### src/rtl/ffba_pkg.sv
// Shared types and codes for the first-fit block allocator.
package ffba_pkg;

  // Request kinds
  localparam logic KIND_ALLOC = 1'b0;
  localparam logic KIND_FREE  = 1'b1;

  // Result status codes
  localparam logic [2:0] ST_OK        = 3'd0;
  localparam logic [2:0] ST_ZERO      = 3'd1;
  localparam logic [2:0] ST_EXHAUSTED = 3'd2;
  localparam logic [2:0] ST_FULL      = 3'd3;
  localparam logic [2:0] ST_UNKNOWN   = 3'd4;

  // Configuration register indexes
  localparam logic REG_HEAP_LIMIT = 1'b0;

  // Reset value of the heap limit register
  localparam logic [16:0] HEAP_LIMIT_RST = 17'h10000;

  typedef struct packed {
    logic        kind;
    logic [16:0] req_size;
    logic [15:0] free_addr;
  } ffba_in_t;

  typedef struct packed {
    logic [15:0] user_addr;
    logic [5:0]  block_index;
    logic [2:0]  status;
  } ffba_out_t;

  // One block table entry as kept in the table memory
  typedef struct packed {
    logic [15:0] base;
    logic [16:0] bytes;
    logic        free;
  } ffba_entry_t;

  localparam int unsigned ENTRY_W = $bits(ffba_entry_t);

endpackage

### src/rtl/ffba_ram.sv
// Generic single-write, single-read memory with registered read data.
module ffba_ram #(
  parameter int unsigned WIDTH = 34,
  parameter int unsigned DEPTH = 64
) (
  input  logic                     clk_i,
  input  logic                     we_i,
  input  logic [$clog2(DEPTH)-1:0] waddr_i,
  input  logic [WIDTH-1:0]         wdata_i,
  input  logic                     re_i,
  input  logic [$clog2(DEPTH)-1:0] raddr_i,
  output logic [WIDTH-1:0]         rdata_o
);

  logic [WIDTH-1:0] mem_q [DEPTH];
  logic [WIDTH-1:0] rdata_q;

  always_ff @(posedge clk_i) begin
    if (we_i) begin
      mem_q[waddr_i] <= wdata_i;
    end
    if (re_i) begin
      rdata_q <= mem_q[raddr_i];
    end
  end

  assign rdata_o = rdata_q;

endmodule

### src/rtl/first_fit_block_allocator_unit.sv
// First-fit block allocator: block table walk, append at bump pointer, and free by address.
// Flow: a request walks the table from entry zero until an entry matches; a free that matches
//   nothing reports unknown, and an allocate that finds no fit appends at the bump pointer or fails.
// Zero-size allocates, null frees and frees on an empty table answer without a table walk.
// Throughput: one word at a time; the next is accepted the cycle after the result loads.
// Reset clears the entry count and bump pointer, sets heap_limit to 65536; table not cleared.
module first_fit_block_allocator_unit
  import ffba_pkg::*;
#(
  parameter int unsigned MAX_BLOCKS   = 64,
  parameter int unsigned HEAP_BYTES   = 65536,
  parameter int unsigned HEADER_BYTES = 24
) (
  input  logic        clk_i,
  input  logic        rst_ni,
  // request channel
  input  logic        in_valid_i,
  output logic        in_ready_o,
  input  ffba_in_t    in_word_i,
  // result channel
  output logic        out_valid_o,
  input  logic        out_ready_i,
  output ffba_out_t   out_word_o,
  // configuration port
  input  logic        psel,
  input  logic        penable,
  input  logic        pwrite,
  input  logic [2:0]  paddr,
  input  logic [31:0] pwdata,
  output logic [31:0] prdata,
  output logic        pready
);

  localparam int unsigned IDX_W  = $clog2(MAX_BLOCKS);
  localparam int unsigned CNT_W  = $clog2(MAX_BLOCKS + 1);
  localparam int unsigned NEED_W = 18;
  // Hard cap on the bump pointer: HEAP_BYTES, and never past a 16-bit user address
  localparam logic [16:0] LIM_CAP = 17'((HEAP_BYTES < 65536) ? HEAP_BYTES : 65536);
  localparam logic [6:0]  HDR     = 7'(HEADER_BYTES);
  localparam logic [CNT_W-1:0] CNT_MAX = CNT_W'(MAX_BLOCKS);

  typedef enum logic [3:0] {
    S_IDLE = 4'b0001,
    S_SCAN = 4'b0010,
    S_MISS = 4'b0100,
    S_DONE = 4'b1000
  } state_e;

  state_e            state_q, state_d;
  logic              kind_q, kind_d;
  logic [16:0]       size_q, size_d;
  logic [15:0]       addr_q, addr_d;
  logic [NEED_W-1:0] need_q, need_d;
  logic [IDX_W-1:0]  chk_q, chk_d;
  ffba_out_t         res_q, res_d;
  ffba_out_t         out_q, out_d;
  logic              out_valid_q, out_valid_d;
  logic [CNT_W-1:0]  count_q, count_d;
  logic [16:0]       bump_q, bump_d;
  logic [16:0]       limit_q;

  // table memory port
  logic              mem_we, mem_re;
  logic [IDX_W-1:0]  mem_waddr, mem_raddr;
  ffba_entry_t       mem_wdata, mem_rdata;

  // scan helpers
  logic              hit, last;
  logic [16:0]       lim_eff;
  logic              cfg_wr;

  ffba_ram #(
    .WIDTH (ENTRY_W),
    .DEPTH (MAX_BLOCKS)
  ) u_table (
    .clk_i   (clk_i),
    .we_i    (mem_we),
    .waddr_i (mem_waddr),
    .wdata_i (mem_wdata),
    .re_i    (mem_re),
    .raddr_i (mem_raddr),
    .rdata_o (mem_rdata)
  );

  // ---------------------------------------------------------------------------
  // Configuration: a single heap_limit register at byte address 0
  // ---------------------------------------------------------------------------
  assign pready = 1'b1;
  assign cfg_wr = psel && penable && pwrite && (paddr[2] == REG_HEAP_LIMIT);
  assign prdata = (paddr[2] == REG_HEAP_LIMIT) ? {15'd0, limit_q} : 32'd0;

  always_ff @(posedge clk_i or negedge rst_ni) begin
    if (!rst_ni) begin
      limit_q <= HEAP_LIMIT_RST;
    end else if (cfg_wr) begin
      limit_q <= pwdata[16:0];
    end
  end

  assign lim_eff = (limit_q < LIM_CAP) ? limit_q : LIM_CAP;

  // ---------------------------------------------------------------------------
  // Scan compare on the entry returned by the memory this cycle
  // ---------------------------------------------------------------------------
  // Allocate wants the first free entry big enough; free wants the matching user address.
  assign hit  = (kind_q == KIND_ALLOC)
              ? (mem_rdata.free && (mem_rdata.bytes >= size_q))
              : (({1'b0, mem_rdata.base} + 17'(HDR)) == {1'b0, addr_q});
  assign last = (chk_q == IDX_W'(count_q - CNT_W'(1)));

  // ---------------------------------------------------------------------------
  // Control
  // ---------------------------------------------------------------------------
  assign in_ready_o = (state_q == S_IDLE);

  always_comb begin
    state_d     = state_q;
    kind_d      = kind_q;
    size_d      = size_q;
    addr_d      = addr_q;
    need_d      = need_q;
    chk_d       = chk_q;
    res_d       = res_q;
    out_d       = out_q;
    out_valid_d = out_valid_q;
    count_d     = count_q;
    bump_d      = bump_q;
    mem_we      = 1'b0;
    mem_waddr   = chk_q;
    mem_wdata   = mem_rdata;
    mem_re      = 1'b0;
    mem_raddr   = '0;

    // drop the result word once taken
    if (out_valid_q && out_ready_i) begin
      out_valid_d = 1'b0;
    end

    unique case (state_q)
      S_IDLE: begin
        if (in_valid_i) begin
          kind_d = in_word_i.kind;
          size_d = in_word_i.req_size;
          addr_d = in_word_i.free_addr;
          need_d = NEED_W'(bump_q) + NEED_W'(HDR) + NEED_W'(in_word_i.req_size);
          chk_d  = '0;
          if (in_word_i.kind == KIND_ALLOC && in_word_i.req_size == 17'd0) begin
            res_d   = '{user_addr: '0, block_index: '0, status: ST_ZERO};
            state_d = S_DONE;
          end else if (in_word_i.kind == KIND_FREE && in_word_i.free_addr == 16'd0) begin
            res_d   = '{user_addr: '0, block_index: '0, status: ST_OK};
            state_d = S_DONE;
          end else if (count_q == '0) begin
            if (in_word_i.kind == KIND_FREE) begin
              res_d   = '{user_addr: '0, block_index: '0, status: ST_UNKNOWN};
              state_d = S_DONE;
            end else begin
              state_d = S_MISS;
            end
          end else begin
            // start the walk at entry zero
            mem_re  = 1'b1;
            state_d = S_SCAN;
          end
        end
      end

      S_SCAN: begin
        if (hit) begin
          // mark used on allocate, free on free; base and size stay
          mem_we         = 1'b1;
          mem_waddr      = chk_q;
          mem_wdata.free = (kind_q == KIND_FREE);
          res_d.block_index = 6'(chk_q);
          res_d.status      = ST_OK;
          res_d.user_addr   = (kind_q == KIND_ALLOC) ? (mem_rdata.base + 16'(HDR)) : 16'd0;
          state_d = S_DONE;
        end else if (last) begin
          if (kind_q == KIND_FREE) begin
            res_d   = '{user_addr: '0, block_index: '0, status: ST_UNKNOWN};
            state_d = S_DONE;
          end else begin
            state_d = S_MISS;
          end
        end else begin
          // advance to the next entry
          mem_re    = 1'b1;
          mem_raddr = chk_q + IDX_W'(1);
          chk_d     = chk_q + IDX_W'(1);
        end
      end

      S_MISS: begin
        // no free block fits: append at the bump pointer if table and heap allow
        if (count_q == CNT_MAX) begin
          res_d = '{user_addr: '0, block_index: '0, status: ST_FULL};
        end else if (need_q > NEED_W'(lim_eff)) begin
          res_d = '{user_addr: '0, block_index: '0, status: ST_EXHAUSTED};
        end else begin
          mem_we          = 1'b1;
          mem_waddr       = count_q[IDX_W-1:0];
          mem_wdata.base  = bump_q[15:0];
          mem_wdata.bytes = size_q;
          mem_wdata.free  = 1'b0;
          bump_d          = need_q[16:0];
          count_d         = count_q + CNT_W'(1);
          res_d.user_addr   = bump_q[15:0] + 16'(HDR);
          res_d.block_index = 6'(count_q);
          res_d.status      = ST_OK;
        end
        state_d = S_DONE;
      end

      S_DONE: begin
        // hold until the output register is free
        if (!out_valid_q || out_ready_i) begin
          out_d       = res_q;
          out_valid_d = 1'b1;
          state_d     = S_IDLE;
        end
      end

      default: begin
        state_d = S_IDLE;
      end
    endcase
  end

  always_ff @(posedge clk_i or negedge rst_ni) begin
    if (!rst_ni) begin
      state_q     <= S_IDLE;
      out_valid_q <= 1'b0;
      count_q     <= '0;
      bump_q      <= '0;
    end else begin
      state_q     <= state_d;
      out_valid_q <= out_valid_d;
      count_q     <= count_d;
      bump_q      <= bump_d;
    end
  end

  always_ff @(posedge clk_i) begin
    kind_q <= kind_d;
    size_q <= size_d;
    addr_q <= addr_d;
    need_q <= need_d;
    chk_q  <= chk_d;
    res_q  <= res_d;
    out_q  <= out_d;
  end

  assign out_valid_o = out_valid_q;
  assign out_word_o  = out_q;

  // ---------------------------------------------------------------------------
  // Assertions
  // ---------------------------------------------------------------------------
  a_count_bound: assert property (@(posedge clk_i) disable iff (!rst_ni)
    count_q <= CNT_MAX)
    else $error("entry count beyond table depth");

  a_bump_bound: assert property (@(posedge clk_i) disable iff (!rst_ni)
    bump_q <= LIM_CAP)
    else $error("bump pointer beyond heap cap");

  a_no_rw_clash: assert property (@(posedge clk_i) disable iff (!rst_ni)
    !(mem_we && mem_re && (mem_waddr == mem_raddr)))
    else $error("table read and write hit the same entry");

  a_append_grows: assert property (@(posedge clk_i) disable iff (!rst_ni)
    (count_q != $past(count_q)) |-> (bump_q > $past(bump_q)))
    else $error("new entry without bump pointer advance");

  a_scan_in_range: assert property (@(posedge clk_i) disable iff (!rst_ni)
    (state_q == S_SCAN) |-> (CNT_W'(chk_q) < count_q))
    else $error("scan index past last entry");

endmodule
### config.mk
export PLATFORM = sky130hd
export DESIGN_NAME = first_fit_block_allocator_unit
export DESIGN_NICKNAME = d
export VERILOG_FILES = /design/src/rtl/ffba_pkg.sv /design/src/rtl/ffba_ram.sv /design/src/rtl/first_fit_block_allocator_unit.sv
export SDC_FILE = /design/constraint.sdc
export NUM_CORES = 2
export LEC_CHECK = 0
export BUFFER_PORTS_ARGS = -buffer_cell sky130_fd_sc_hd__clkbuf_2
export CAP_MARGIN = 20
export CORE_ASPECT_RATIO = 1.4
export CORE_UTILIZATION = 35
export DETAILED_ROUTE_END_ITERATION = 8
export GPL_ROUTABILITY_DRIVEN = 0
export PLACE_DENSITY_LB_ADDON = 0.1
export SLEW_MARGIN = 15
export SYNTH_ARGS = -nofsm -noshare
export SYNTH_HDL_FRONTEND = slang
export SYNTH_HIERARCHICAL = 1
export SYNTH_SLANG_ARGS = --single-unit
### constraint.sdc
create_clock -name clk_i -period 8.2 [get_ports clk_i]
set_clock_uncertainty 0.2 [all_clocks]
set_input_delay 0.82 -clock clk_i [delete_from_list [all_inputs] [get_ports clk_i]]
set_output_delay 0.82 -clock clk_i [all_outputs]
set_load 0.005 [all_outputs]
==> metrics.md <==
| Metric | Value |
|---|---|
| Status | `finished with violations` |
| Failing checks | `DRC` |
| Clock sink count | `2364` |
| Chip Height | `612 um` |
| Flops & latches, synth | `2364` |
| Max VDD drop | `0.161 mV` |
| Startpoint of the worst hold path | `in_word_i[32]` |
| Pint | `22200 uW` |
| Total track usage | `20.9%` |
| Final period utilization | `85.2%` |
| Total number of vias | `46800` |
| Layout net count | `5092` |
| CP max stage cell | `nor2_4` |
| Cell row count | `223` |
| Post-route cell area | `0.108 mm2` |
| Post-synth EDFFs | `2318` |
| Ys async rst share | `1.95%` |
| # Post-CTS Setup Buffers | `0` |
| TritonCTS clock tree | `built` |
| PnR Total Power | `30800 uW` |
| # setup viols final | `0` |
| Max-cap violations | `0` |
| Core area | `0.264 mm2` |
| Worst Setup Start Kind | `flip-flop` |
| PortBufs | `102` |
| Inst Count DP | `8145` |
| Cells after Synth | `4555` |
| Synth Warn # | `6` |
| Layout cell share with drive strength beyond 1 | `26.6%` |
| Worst reg2reg startpoint | `u_table/rdata_o[21]` |
| Post-DP HPWL | `170000 um` |
| Crit Path Max Fanout | `20` |
| Max Fclk | `0.143 GHz` |
| Clk pwr share | `34.4%` |
| Root buffer cell | `clkbuf_16` |
| Footprint of the multi-input gates | `0.0216 mm2` |
| Die area | `0.268 mm2` |
| Flop pwr share | `48.8%` |
| Crit-path cells | `inv_1 -> ha_1 -> and4b_1 -> nand3_1 -> mux2_2 -> o2111ai_1 -> a2111oi_4 -> a21oi_1 -> nand3_1 -> nor2_4 -> buf_12 -> buf_4 -> mux4_2 -> a22oi_1 -> nand4_1 -> o21ai_0 -> a21oi_1` |
| 1st-iter DRT viols | `3859` |
| Gr ovfl total | `0` |
| Detailed Routing Iterations Pass 1 | `9` |
| Worst setup path start | `u_table/rdata_o[21]` |
| Post-synthesis sequential area ratio | `76.0%` |
| DP Area | `0.0998 mm2` |
| Slew Limit Fails | `0` |
| Main flop type after synthesis | `edfxtp_1` |
| Avg WL per Cell | `32.7 um` |
| Setup crit end kind | `flip-flop` |
| Minimum hold slack | `60.8 ps` |
| Die W | `438 um` |
| Sequential cell area | `0.0708 mm2` |
| Setup CP Type | `reg -> reg` |
| Commonest cells after routing, fill and taps aside | `edfxtp_1, mux4_2, clkbuf_16` |
| Drc violations | `56` |
| Fill cells | `23500` |
| Vias per inst | `5.43` |
| Slew margin rel. | `18.7%` |
| CTS resizes | `0` |
| Min Clock Period, post-route | `6990 ps` |
| Sw power | `8530 uW` |
| Clk buf depth | `4` |
| Synthesis-to-finish area growth | `15.7%` |
| RSZ-0062 raised after global routing | `no` |
| Mean post-synth cell area | `20.4 um2` |
| TritonCTS Buffers | `235` |
| Vias in the first global route | `48700` |
| Commonest non-fill, non-tap cell in the layout | `edfxtp_1` |
| Power density cells | `286 mW/mm2` |
| Logic pwr share | `16.8%` |
| Worst hold-check path type | `in -> reg` |
| Starting density of the core | `35.3%` |
| Ports | `136` |
| Least-Margin Pin Slew | `1210 ps` |
| Clock Latency Late Sink | `880 ps` |
| H-Tree Depth | `4` |
| Critical path's largest stage delay | `1100 ps` |
| Sw frac | `27.7%` |
| Cell Area, Synth | `0.0931 mm2` |
| Leakage power | `0.0330 uW` |
| WP data arrival | `7360 ps` |
| Drt total wl | `282000 um` |
| Netlist cell types | `67` |
| Fin. Hold Viols | `0` |
| Largest net degree at the start of global routing | `90` |
| Required @ worst endpoint | `8570 ps` |
| Non-Filler Instances | `8624` |
| Antenna viol nets, final | `0` |
| Setup TNS | `0 ps` |
| Clock Pin Slew Worst Setup and Hold Paths | `70 ps` |
| Global-route wire length before repair | `391000 um` |
| Initial antenna violation count | `19` |
## worst max-delay path: cells and delay by family (launching register included)
family / cells / cell delay [ps]
buf+inv: 3 / 640
flops: 1 / 550
compound gates: 6 / 1350
simple gates: 5 / 2760
fa+ha+maj: 1 / 250
mux: 2 / 830
## routing by layer
layer / routed length, um / up-vias / track usage, %
met4: 9160 / 2 / 6.67
li1: - / 19700 / -
met2: 147000 / 1214 / 37.5
met1: 114000 / 25500 / 26.3
met3: 11800 / 358 / 2.30
met5: 13 / - / 0
## cell type report
cell class              instances  share of cell area (%)
inverters                      55                   0.192
flip-flops and latches       2364                    65.7
clock inverters               138                    1.13
multi-input cells            1896                    20.1
clock buffers                 284                    5.71
repair buffers                391                    3.12
well taps                    3487                    4.05
diodes                          9                  0.0209
## stage by stage
step	utilization [%]	setup WS (ps)
2_1_floorplan	-	1880
6_report	40.8	1210
3_5_place_dp	37.8	1280
5_1_grt	40.8	933
4_1_cts	40.7	1250
3_3_place_gp	37.8	1280
## cells in the mapped netlist (56+ instances only)
cell type  number  area share (%)
nand4_1        56            0.38
o21ai_0        60            0.32
nand2_1       148            0.60
nor2_1        139            0.56
buf_2          68            0.37
mux2_2        101             1.2
nand3_1        89            0.48
o22ai_1       104            0.70
mux4_2        472              11
edfxtp_1     2318              75
mux2i_1       150             1.6
clkbuf_1      107            0.43
ha_1           72            0.97
## cell families after synthesis
| kind of cell | count (synthesis) | synth area share (%) |
|---|---|---|
| DFF | 2364 | 76.0 |
| muxes | 723 | 14.3 |
| xor gates and xnor gates | 68 | 0.640 |
| buffers and inverters | 309 | 1.68 |
| and+or+nand+nor | 577 | 3.03 |
| other | 2 | 0.00807 |
| AOI/OAI and AO/OA | 439 | 3.37 |
| adders and majority gates | 73 | 0.989 |
## registers in the layout, indices dropped and copies added, names as in the netlist, 4 cells and up
register         flops
bump_q              17
limit_q             17
out_word_o          25
chk_q                6
state_q              4
count_q              7
res_q               25
size_q              17
need_q              18
u_table/mem_q     2176
u_table/rdata_o     34
addr_q              16
## power groups by stage
stage | logic [uW] | clock network (uW) | registers, uW
finish | 5160 | 10600 | 15000
detailed placement | 5160 | 0 | 15300
global route | 5490 | 11300 | 15000
floorplan | 2710 | 0 | 15200
CTS | 5190 | 10900 | 15000
global placement | 5050 | 0 | 15300
## timing repair
item                                    4_1_cts  5_1_grt
endpoints found under the setup margin        0        0
endpoints found under the hold margin        85        0
hold buffers                                 42        0
## final timing paths
check | end | slack, ps | depth (start not counted)
max | u_table/rdata_o[4] | 1210 | 17
min reg2reg | out_word_o[14] | 210 | 0
max reg2reg | u_table/rdata_o[4] | 1210 | 17
min in group asynchronous | bump_q[15] | 420 | 3
min | size_q[16] | 60 | 1
max in group asynchronous | bump_q[3] | 6930 | 3
(Power assumes the default switching activity.)
